===== config.mk =====
export PLATFORM = sky130hd
export DESIGN_NAME = reno_congestion_window_unit
export DESIGN_NICKNAME = d
export VERILOG_FILES = /design/src/rcw_pkg.sv /design/src/reno_congestion_window_unit.sv /design/src/rcw_front.sv /design/src/rcw_divider.sv /design/src/rcw_back.sv
export VERILOG_INCLUDE_DIRS = /design/src /design/src/src
export SDC_FILE = /design/constraint.sdc
export NUM_CORES = 2
export LEC_CHECK = 0
export BUFFER_PORTS_ARGS = -buffer_cell sky130_fd_sc_hd__buf_4
export CAP_MARGIN = 25
export CELL_PAD_IN_SITES_DETAIL_PLACEMENT = 0
export CELL_PAD_IN_SITES_GLOBAL_PLACEMENT = 2
export CORE_ASPECT_RATIO = 1.4
export CORE_UTILIZATION = 40
export CTS_CLUSTER_SIZE = 28
export DETAILED_ROUTE_END_ITERATION = 10
export PLACE_DENSITY = 0.94
export SLEW_MARGIN = 10
export SYNTH_ARGS = -nofsm -noshare
export SYNTH_HDL_FRONTEND = slang
export SYNTH_SLANG_ARGS = --single-unit

===== constraint.sdc =====
create_clock -name clk -period 17.4 [get_ports clk]
set_clock_uncertainty 0.2 [all_clocks]
set_input_delay 1.74 -clock clk [delete_from_list [all_inputs] [get_ports clk]]
set_output_delay 1.74 -clock clk [all_outputs]
set_load 0.03 [all_outputs]

===== src/reno_congestion_window_unit_defines.svh =====
// assertion macros for the congestion window unit
`ifndef RENO_CONGESTION_WINDOW_UNIT_DEFINES_SVH
`define RENO_CONGESTION_WINDOW_UNIT_DEFINES_SVH

// consequent must hold in the cycle after the antecedent
`define RCW_ASSERT_NEXT(lbl, clk_s, rst_s, ante, cons, msg) \
  lbl: assert property (@(posedge clk_s) disable iff (!rst_s) (ante) |=> (cons)) \
    else $error(msg);

// condition must hold at every edge outside reset
`define RCW_ASSERT_ALWAYS(lbl, clk_s, rst_s, cond, msg) \
  lbl: assert property (@(posedge clk_s) disable iff (!rst_s) (cond)) else $error(msg);

`endif


===== src/rcw_pkg.sv =====
// ----------------------------------------------------------------------------
// rcw_pkg
// shared types and constants of the congestion window unit
// ----------------------------------------------------------------------------
`default_nettype none
package rcw_pkg;
  localparam int unsigned DUP_ACK_LIMIT_DEF = 3;
  localparam logic [15:0] SEG_RESET = 16'd1024;
  localparam logic [31:0] THR_RESET = 32'd64000;
  localparam logic [23:0] RTT_RESET = 24'd100000;
  localparam int unsigned CFG_IDX_W = 2;
  localparam logic [CFG_IDX_W-1:0] CFG_SEG = 2'd0;
  localparam logic [CFG_IDX_W-1:0] CFG_THR = 2'd1;
  localparam logic [CFG_IDX_W-1:0] CFG_RTT = 2'd2;

  typedef enum logic [1:0] {
    PH_SS = 2'd0,
    PH_CA = 2'd1,
    PH_FR = 2'd2
  } phase_t;

  // request as queued by the front part
  typedef struct packed {
    logic        is_timeout;
    logic [31:0] ack;
    logic        rtt_valid;
    logic [23:0] sample;
  } req_t;

  // result request
  typedef struct packed {
    logic [31:0] window;
    logic [31:0] threshold;
    logic [31:0] limit;
    logic [1:0]  phase;
    logic        retransmit;
    logic [26:0] timeout;
    logic        restart;
  } res_t;

  function automatic logic [31:0] sat_add(input logic [31:0] a, input logic [32:0] b);
    logic [33:0] s;
    s = {2'b00, a} + {1'b0, b};
    return (s[33:32] != 2'b00) ? 32'hFFFF_FFFF : s[31:0];
  endfunction
endpackage
`default_nettype wire


===== src/reno_congestion_window_unit.sv =====
// ----------------------------------------------------------------------------
// reno_congestion_window_unit
// congestion window controller with round trip estimator
// ----------------------------------------------------------------------------
//  channel  | handshake      | payload
//  input    | push / full    | opcode, ack_number, rtt_valid, rtt_sample
//  result   | empty / pop    | window, threshold, limit, phase, flags, timeout
//  config   | cfg_we         | cfg_index, cfg_data
// an ack or timeout passes the states S_RTT and S_OUT; a new ack in avoidance
// also waits in S_DIV for the bit-serial divider that computes the window increment
// synchronous reset restores registers and state; a two-entry queue
// decouples the input, a result register holds one result until popped
`default_nettype none
`include "reno_congestion_window_unit_defines.svh"
module reno_congestion_window_unit #(
  parameter int unsigned DUP_ACK_LIMIT = rcw_pkg::DUP_ACK_LIMIT_DEF
) (
  input  wire logic                           clk,
  input  wire logic                           rst_n,
  input  wire logic                           in_push,
  output logic                                in_full,
  input  wire logic                           in_opcode,
  input  wire logic [31:0]                    in_ack_number,
  input  wire logic                           in_rtt_valid,
  input  wire logic [23:0]                    in_rtt_sample,
  output logic                                out_empty,
  input  wire logic                           out_pop,
  output logic [31:0]                         out_window_bytes,
  output logic [31:0]                         out_threshold_bytes,
  output logic [31:0]                         out_send_limit,
  output logic [1:0]                          out_phase,
  output logic                                out_retransmit,
  output logic [26:0]                         out_timeout_ticks,
  output logic                                out_timer_restart,
  input  wire logic                           cfg_we,
  input  wire logic [rcw_pkg::CFG_IDX_W-1:0]  cfg_index,
  input  wire logic [31:0]                    cfg_data
);
  import rcw_pkg::*;

  logic [15:0] seg_r;
  logic [31:0] thr_r;
  logic [23:0] rtt_r;
  logic        q_valid, q_take, res_valid, res_take;
  req_t        q_req, in_req;
  res_t        res;

  // configuration registers
  always_ff @(posedge clk) begin
    if (!rst_n) begin
      seg_r <= SEG_RESET; thr_r <= THR_RESET; rtt_r <= RTT_RESET;
    end else if (cfg_we) begin
      case (cfg_index)
        CFG_SEG: seg_r <= cfg_data[15:0];
        CFG_THR: thr_r <= cfg_data;
        CFG_RTT: rtt_r <= cfg_data[23:0];
        default: ;
      endcase
    end
  end

  assign in_req = '{is_timeout: in_opcode, ack: in_ack_number,
                    rtt_valid: in_rtt_valid, sample: in_rtt_sample};

  rcw_front u_front (
    .clk(clk), .rst_n(rst_n), .in_push(in_push), .in_full(in_full), .in_req(in_req),
    .q_valid(q_valid), .q_take(q_take), .q_req(q_req)
  );

  rcw_back #(.DUP_ACK_LIMIT(DUP_ACK_LIMIT)) u_back (
    .clk(clk), .rst_n(rst_n), .q_valid(q_valid), .q_take(q_take), .q_req(q_req),
    .seg(seg_r), .init_thr(thr_r), .init_rtt(rtt_r), .rst_state(1'b0),
    .res_valid(res_valid), .res_take(res_take), .res(res)
  );

  // result port
  assign out_empty           = !res_valid;
  assign res_take            = out_pop && res_valid;
  assign out_window_bytes    = res.window;
  assign out_threshold_bytes = res.threshold;
  assign out_send_limit      = res.limit;
  assign out_phase           = res.phase;
  assign out_retransmit      = res.retransmit;
  assign out_timeout_ticks   = res.timeout;
  assign out_timer_restart   = res.restart;

  // checks
  `RCW_ASSERT_ALWAYS(a_phase_ok, clk, rst_n, out_empty || out_phase != 2'd3, "bad phase")
  `RCW_ASSERT_NEXT(a_pop_clears, clk, rst_n, res_take, out_empty, "result not cleared")
  `RCW_ASSERT_NEXT(a_hold, clk, rst_n, !out_empty && !out_pop, !out_empty && $stable(out_window_bytes), "result lost")
endmodule
`default_nettype wire


===== src/rcw_front.sv =====
// ----------------------------------------------------------------------------
// rcw_front
// accepts requests into a two-entry queue for the back part
// ----------------------------------------------------------------------------
`default_nettype none
module rcw_front (
  input  wire logic          clk,
  input  wire logic          rst_n,
  input  wire logic          in_push,
  output logic               in_full,
  input  wire rcw_pkg::req_t in_req,
  output logic               q_valid,
  input  wire logic          q_take,
  output rcw_pkg::req_t      q_req
);
  import rcw_pkg::*;

  req_t       mem_r [2];
  logic       wp_r, rp_r;
  logic [1:0] cnt_r;
  logic       push_ok;

  assign in_full = (cnt_r == 2'd2);
  assign push_ok = in_push && !in_full;
  assign q_valid = (cnt_r != 2'd0);
  assign q_req   = mem_r[rp_r];

  // queue storage
  always_ff @(posedge clk) begin
    if (push_ok) mem_r[wp_r] <= in_req;
  end

  // pointers and fill count
  always_ff @(posedge clk) begin
    if (!rst_n) begin
      wp_r  <= 1'b0;
      rp_r  <= 1'b0;
      cnt_r <= 2'd0;
    end else begin
      if (push_ok) wp_r <= ~wp_r;
      if (q_take) rp_r <= ~rp_r;
      cnt_r <= cnt_r + {1'b0, push_ok} - {1'b0, q_take};
    end
  end
endmodule
`default_nettype wire


===== src/rcw_divider.sv =====
// ----------------------------------------------------------------------------
// rcw_divider
// radix-2 restoring divider, 32-bit quotient of a 32-bit dividend
// ----------------------------------------------------------------------------
`default_nettype none
module rcw_divider (
  input  wire logic        clk,
  input  wire logic        rst_n,
  input  wire logic        start,
  input  wire logic [31:0] dividend,
  input  wire logic [31:0] divisor,
  output logic             done,
  output logic [31:0]      quotient
);
  logic [31:0] q_r, d_r;
  logic [32:0] rem_r;
  logic [5:0]  cnt_r;
  logic        busy_r, done_r;
  logic [32:0] shifted;
  logic [33:0] diff;

  assign shifted  = {rem_r[31:0], q_r[31]};
  assign diff     = {1'b0, shifted} - {2'b00, d_r};
  assign done     = done_r;
  assign quotient = q_r;

  // one quotient bit a cycle
  always_ff @(posedge clk) begin
    if (!rst_n) begin
      busy_r <= 1'b0;
      done_r <= 1'b0;
      cnt_r  <= '0;
    end else begin
      done_r <= 1'b0;
      if (start) begin
        busy_r <= 1'b1;
        cnt_r  <= 6'd32;
      end else if (busy_r) begin
        cnt_r <= cnt_r - 6'd1;
        if (cnt_r == 6'd1) begin
          busy_r <= 1'b0;
          done_r <= 1'b1;
        end
      end
    end
  end

  always_ff @(posedge clk) begin
    if (start) begin
      q_r   <= dividend;
      d_r   <= divisor;
      rem_r <= '0;
    end else if (busy_r) begin
      if (!diff[33]) begin
        rem_r <= diff[32:0];
        q_r   <= {q_r[30:0], 1'b1};
      end else begin
        rem_r <= shifted;
        q_r   <= {q_r[30:0], 1'b0};
      end
    end
  end
endmodule
`default_nettype wire


===== src/rcw_back.sv =====
// ----------------------------------------------------------------------------
// rcw_back
// window, threshold and round trip state; executes one request at a time
// ----------------------------------------------------------------------------
`default_nettype none
module rcw_back #(
  parameter int unsigned DUP_ACK_LIMIT = rcw_pkg::DUP_ACK_LIMIT_DEF
) (
  input  wire logic          clk,
  input  wire logic          rst_n,
  input  wire logic          q_valid,
  output logic               q_take,
  input  wire rcw_pkg::req_t q_req,
  input  wire logic [15:0]   seg,
  input  wire logic [31:0]   init_thr,
  input  wire logic [23:0]   init_rtt,
  input  wire logic          rst_state,
  output logic               res_valid,
  input  wire logic          res_take,
  output rcw_pkg::res_t      res
);
  import rcw_pkg::*;

  typedef enum logic [3:0] {
    S_IDLE = 4'b0001,
    S_RTT  = 4'b0010,
    S_DIV  = 4'b0100,
    S_OUT  = 4'b1000
  } state_t;

  state_t      st_r;
  req_t        req_r;
  logic [31:0] win_r, thr_r, hi_r, lat_r, lim_r;
  phase_t      ph_r;
  logic [2:0]  dup_r;
  logic [23:0] est_r, dev_r;
  logic [26:0] to_r;
  logic        rsnd_r, rst_r, res_valid_r;
  logic        div_start, div_done;
  logic [31:0] div_q, seg_sq;
  logic [24:0] est_sum;
  logic [23:0] est_new, diff_abs;
  logic [26:0] dev_sum;
  logic [2:0]  dup_inc;
  logic [31:0] half_win;
  logic [33:0] dup_seg;
  logic [15:0] rs_seg;
  logic [31:0] rs_thr;
  logic [23:0] rs_rtt;

  // start values: reset constants under reset, configured values on a soft restart
  assign rs_seg = rst_n ? seg : SEG_RESET;
  assign rs_thr = rst_n ? init_thr : THR_RESET;
  assign rs_rtt = rst_n ? init_rtt : RTT_RESET;

  assign seg_sq    = {16'd0, seg} * {16'd0, seg};
  assign est_sum   = {1'b0, est_r} + {1'b0, req_r.sample};
  assign est_new   = est_sum[24:1];
  assign diff_abs  = (est_new >= req_r.sample) ? est_new - req_r.sample
                                                : req_r.sample - est_new;
  assign dev_sum   = {3'b000, dev_r} + {2'b00, dev_r, 1'b0} + {3'b000, diff_abs};
  assign dup_inc   = (dup_r == 3'd7) ? dup_r : dup_r + 3'd1;
  assign half_win  = {1'b0, win_r[31:1]};
  assign dup_seg   = 34'(DUP_ACK_LIMIT) * {18'd0, seg};
  assign q_take    = (st_r == S_IDLE) && q_valid && !res_valid_r;
  assign div_start = (st_r == S_RTT) && !req_r.is_timeout && (req_r.ack > hi_r)
                     && (ph_r != PH_SS) && (ph_r != PH_FR) && (win_r != 32'd0);
  assign res_valid = res_valid_r;

  rcw_divider u_div (
    .clk(clk), .rst_n(rst_n), .start(div_start),
    .dividend(seg_sq), .divisor(win_r), .done(div_done), .quotient(div_q)
  );

  // result fields, taken from the state registers
  assign res = '{window: win_r, threshold: thr_r, limit: lim_r, phase: ph_r,
                 retransmit: rsnd_r, timeout: to_r, restart: rst_r};

  // sequencer and architectural state
  always_ff @(posedge clk) begin
    if (!rst_n || rst_state) begin
      st_r <= S_IDLE; res_valid_r <= 1'b0;
      win_r <= {16'd0, rs_seg}; thr_r <= rs_thr; ph_r <= PH_SS; dup_r <= '0;
      hi_r <= '0; lat_r <= '0; lim_r <= {16'd0, rs_seg};
      est_r <= rs_rtt; dev_r <= '0; to_r <= {3'b000, rs_rtt};
      rsnd_r <= 1'b0; rst_r <= 1'b0;
    end else begin
      if (res_take) res_valid_r <= 1'b0;
      case (st_r)
        S_IDLE: begin
          if (q_take) begin
            req_r <= q_req;
            st_r  <= S_RTT;
          end
        end
        S_RTT: begin
          rsnd_r <= 1'b0; rst_r <= 1'b0;
          st_r   <= S_OUT;
          if (req_r.is_timeout) begin
            dup_r <= '0; thr_r <= half_win; win_r <= {16'd0, seg};
            lim_r <= sat_add(lat_r, {17'd0, seg});
            ph_r <= PH_SS; rsnd_r <= 1'b1; rst_r <= 1'b1;
          end else begin
            lat_r <= req_r.ack;
            if (req_r.rtt_valid) begin
              est_r <= est_new;
              dev_r <= dev_sum[25:2];
              to_r  <= {3'b000, est_new} + {1'b0, dev_sum[25:2], 2'b00};
            end
            if (req_r.ack > hi_r) begin
              hi_r <= req_r.ack; rst_r <= 1'b1; dup_r <= '0;
              case (ph_r)
                PH_SS: begin
                  win_r <= sat_add(win_r, {17'd0, seg});
                  lim_r <= sat_add(req_r.ack, {1'b0, sat_add(win_r, {17'd0, seg})});
                  if (sat_add(win_r, {17'd0, seg}) >= thr_r) ph_r <= PH_CA;
                end
                PH_FR: begin
                  win_r <= thr_r; ph_r <= PH_CA;
                  lim_r <= sat_add(req_r.ack, {1'b0, thr_r});
                end
                default: begin
                  ph_r <= PH_CA;
                  if (win_r != 32'd0) st_r <= S_DIV;
                  else begin
                    win_r <= {16'd0, seg};
                    lim_r <= sat_add(req_r.ack, {17'd0, seg});
                  end
                end
              endcase
            end else if (req_r.ack == hi_r) begin
              dup_r <= dup_inc;
              if ((32'(dup_inc) == 32'(DUP_ACK_LIMIT)) && (ph_r != PH_FR)) begin
                ph_r <= PH_FR; thr_r <= half_win; rsnd_r <= 1'b1;
                win_r <= sat_add(half_win, dup_seg[32:0] | {dup_seg[33], 32'd0});
                lim_r <= sat_add(req_r.ack, {1'b0,
                         sat_add(half_win, dup_seg[32:0] | {dup_seg[33], 32'd0})});
              end else if (ph_r == PH_FR) begin
                win_r <= sat_add(win_r, {17'd0, seg});
                lim_r <= sat_add(req_r.ack, {1'b0, sat_add(win_r, {17'd0, seg})});
              end
            end
          end
        end
        S_DIV: begin
          if (div_done) begin
            win_r <= sat_add(win_r, {1'b0, div_q});
            lim_r <= sat_add(lat_r, {1'b0, sat_add(win_r, {1'b0, div_q})});
            st_r  <= S_OUT;
          end
        end
        S_OUT: begin
          res_valid_r <= 1'b1;
          st_r        <= S_IDLE;
        end
        default: st_r <= S_IDLE;
      endcase
    end
  end
endmodule
`default_nettype wire

==> results.toml <==
[run_status]
status = "finished clean"

[sta]
slew_viol_final = 0
slew_headroom_pct = 17.1
timing.final.ws_setup_ps = 5940
worst_hold_slack_ps = 254
fin_crit_ps = 11460
tns_ps = 0
period_share_pct = 65.9
hold_viol_final = 0
rsz0062_at_grt = "no"
fmax_mhz = 87.3
setup_viol = 0
worst_slew_pin_slew_ps = 1230

[critical_path]
ff2ff_setup_slack_ps = 5940
start_kind = "register"
max_stage_delay_ps = 700
r2r_end = "u_back.to_r[25]"
end_kind = "register"
cp_common_cell = "a21o_1"
arrival_ps = 11890
cp-startpoint = "u_back.req_r[2]"
slowest_stage = "o31ai_1"
worstPathMaxFanout = 33
crit_type = "reg2reg"
crit_required_ps = 17840
endpoint = "u_back.to_r[25]"
rr_startpoint = "u_back.req_r[2]"
reg2reg_depth = 44

[synthesis]
yosys_register_bits = 542
synthTopCellsByCount = "nand2_1, a21oi_1, ha_1, inv_1, nor2_1"
synth_cells = 6059
ys_types = 103
synth_enable_flop_cells = 238
netlist_area_sq_um = 51200
synth_nets = 6932
ys_seq_area_share_pct = 25.8
ys_warn_count = 0
synth_largest_area_cell = "edfxtp_1"
ys_async_sr_fraction_pct = 0
ys_top_cells_by_area = "edfxtp_1, ha_1, dfxtp_1"
synth_top_area_share_pct = 13.9
synth_ff_type = "dfxtp_1"
yosysMostFrequentCell = "nand2_1"
avgSynthCellArea_sq_um = 8.46

[floorplanning]
ioPinCount = 226
die_h_um = 426
initial_utilization_pct = 40.3
rows = 155
core_area_sq_um = 127000
die_x_um = 305
die-area_sq_um = 130000

[global_routing]
grt_pass1_wl_um = 276000
gr-total-overflow = 0
gr-usage-all-layers_pct = 28.0
grt_max_degree = 84
antenna_found_initial = 2
grt_pass1_vias = 45900

[power_and_ir_drop]
powerDensity_nw_per_um2 = 118
power.total_mw = 6.73
ir_worst_vdd_mv = 0.152
leakagePower_nw = 25.7

[place]
gp_congestion = 1.02
pre_cts_ws_ps = 6090
io_buffers = 208
post_dp_cell_area_sq_um = 54800
dp_hpwl_um = 145000

[finish]
stdcell_area_sq_um = 56900
drive_gt1_share_pct = 9.19
nets = 7059
n_antenna_cell = 0
area_growth_pct = 11.0

[routing]
finalWirelength_um = 185000
ant_nets = 0
post_drt_wl_per_cell_um = 23.5
dr.pass1.iters = 5
avgViaCountPerCell = 5.80
num_vias = 45800
route.detailed.drc = 0
drtIter0Drc = 3254

[job]
cap_violations = 0

[cts]
cts_root_buf = "clkbuf_16"
cts_tree = "built"
cts-hold-fix-buffers = 0
htreeDepth = 2
cts.path.max_buffers = 3
cts_buffers = 59
path_clk_slew_ps = 70
post-cts-setup-buffer-count = 0
clock_sinks = 542
post_cts_resized = 0
clkLatencyLatePin_ps = 700

[min_path]
min_path_type = "reg2reg"
==> worst max-delay path: cells and delay by family (launching register included) <==
family | cells | cell delay [ps]
flip-flops | 1 | 420
XOR/XNOR | 3 | 660
AND/OR/NAND/NOR | 12 | 2340
buffers and inverters | 3 | 530
adder cells (fa/ha/maj) | 5 | 2020
multiplexers | 1 | 270
AO/OA/AOI/OAI | 20 | 4930
==> area by class of cell <==
class	instances	area [sq um]
fill	12600	70300
multi-input combinational	4749	35200
sequential	542	13200
timing repair buffer	307	2320
tap	1648	2060
inverter	527	1980
clock buffer	73	1650
clock inverter	39	467
==> state kept, by name (all words and copies together), names as in the netlist, 4 cells and up <==
register and flops:
u_front.mem_r 116, u_back.req_r 58, u_back.hi_r 32, u_back.lat_r 32, u_back.lim_r 32, u_back.u_div.d_r 32, u_back.u_div.quotient 32, u_back.u_div.rem_r 32
u_back.win_r 32, u_back.thr_r 31, u_back.to_r 25, u_back.dev_r 24, u_back.est_r 24, seg_r 16, u_back.u_div.cnt_r 6, u_back.st_r 4
==> kinds of logic (layout without fill, tap and decap cells) <==
logic type | Yosys count | in the layout | share of synthesized area (%)
DFF | 542 | 542 | 25.8
buffers and inverters | 768 | 946 | 5.76
other | 1 | 1 | 0.00732
and+or+nand+nor | 1723 | 1723 | 15.5
AOI/OAI and AO/OA | 1774 | 1774 | 22.2
muxes | 115 | 115 | 2.42
adders and majority gates | 776 | 776 | 22.1
xor gates and xnor gates | 360 | 360 | 6.17
==> where the power goes <==
group          switching [mW]  internal (mW)
clock                   0.606          0.787
combinational            2.30           1.43
sequential              0.137           1.47
==> per-layer routing <==
layer / share of wire (%) / global-route usage, %
met5: 0.0070 / 0
met3: 5.4 / 3.44
met4: 7.3 / 18.3
met2: 48 / 48.7
met1: 39 / 32.3
==> through the flow <==
step / util (%) / instances
floorplan: - / 6059
global placement: 43.0 / 7769
detailed placement: 43.0 / 7771
CTS: 44.7 / 7883
global route: 44.7 / 7885
finish: 44.7 / 7885
==> cell usage in the layout (no fill, tap or decap), drive strengths merged, types with 12 or more instances in the layout <==
cell type	n
a2111oi	14
a211o	12
a211oi	79
a21o	211
a21oi	584
a221o	21
a221oi	45
a31oi	54
and2	76
and3	65
buf	307
clkbuf	73
clkinv	25
dfxtp	304
edfxtp	238
fa	218
ha	558
inv	532
mux2	71
mux2i	44
nand2	724
nand2b	51
nand3	119
nand4	61
nor2	365
nor2b	45
nor3	89
nor4	25
o211ai	73
o21a	70
o21ai	356
o21bai	49
o221ai	28
o22ai	13
o31a	13
o31ai	23
or2	22
or3	29
xnor2	223
xor2	137
==> worst min-delay path by stage <==
stage / depth (start not counted) / slack [ps] / startpoint / end
floorplan: 2 / 240 / u_back.dev_r[10] / u_back.dev_r[10]
global placement: 1 / 240 / u_back.lim_r[9] / u_back.lim_r[9]
detailed placement: 2 / 250 / u_back.dev_r[8] / u_back.dev_r[8]
CTS: 2 / 260 / u_back.dev_r[8] / u_back.dev_r[8]
global route: 2 / 270 / u_back.dev_r[9] / u_back.dev_r[9]
finish: 2 / 250 / u_back.hi_r[18] / u_back.hi_r[18]
(Power assumes the default switching activity.)
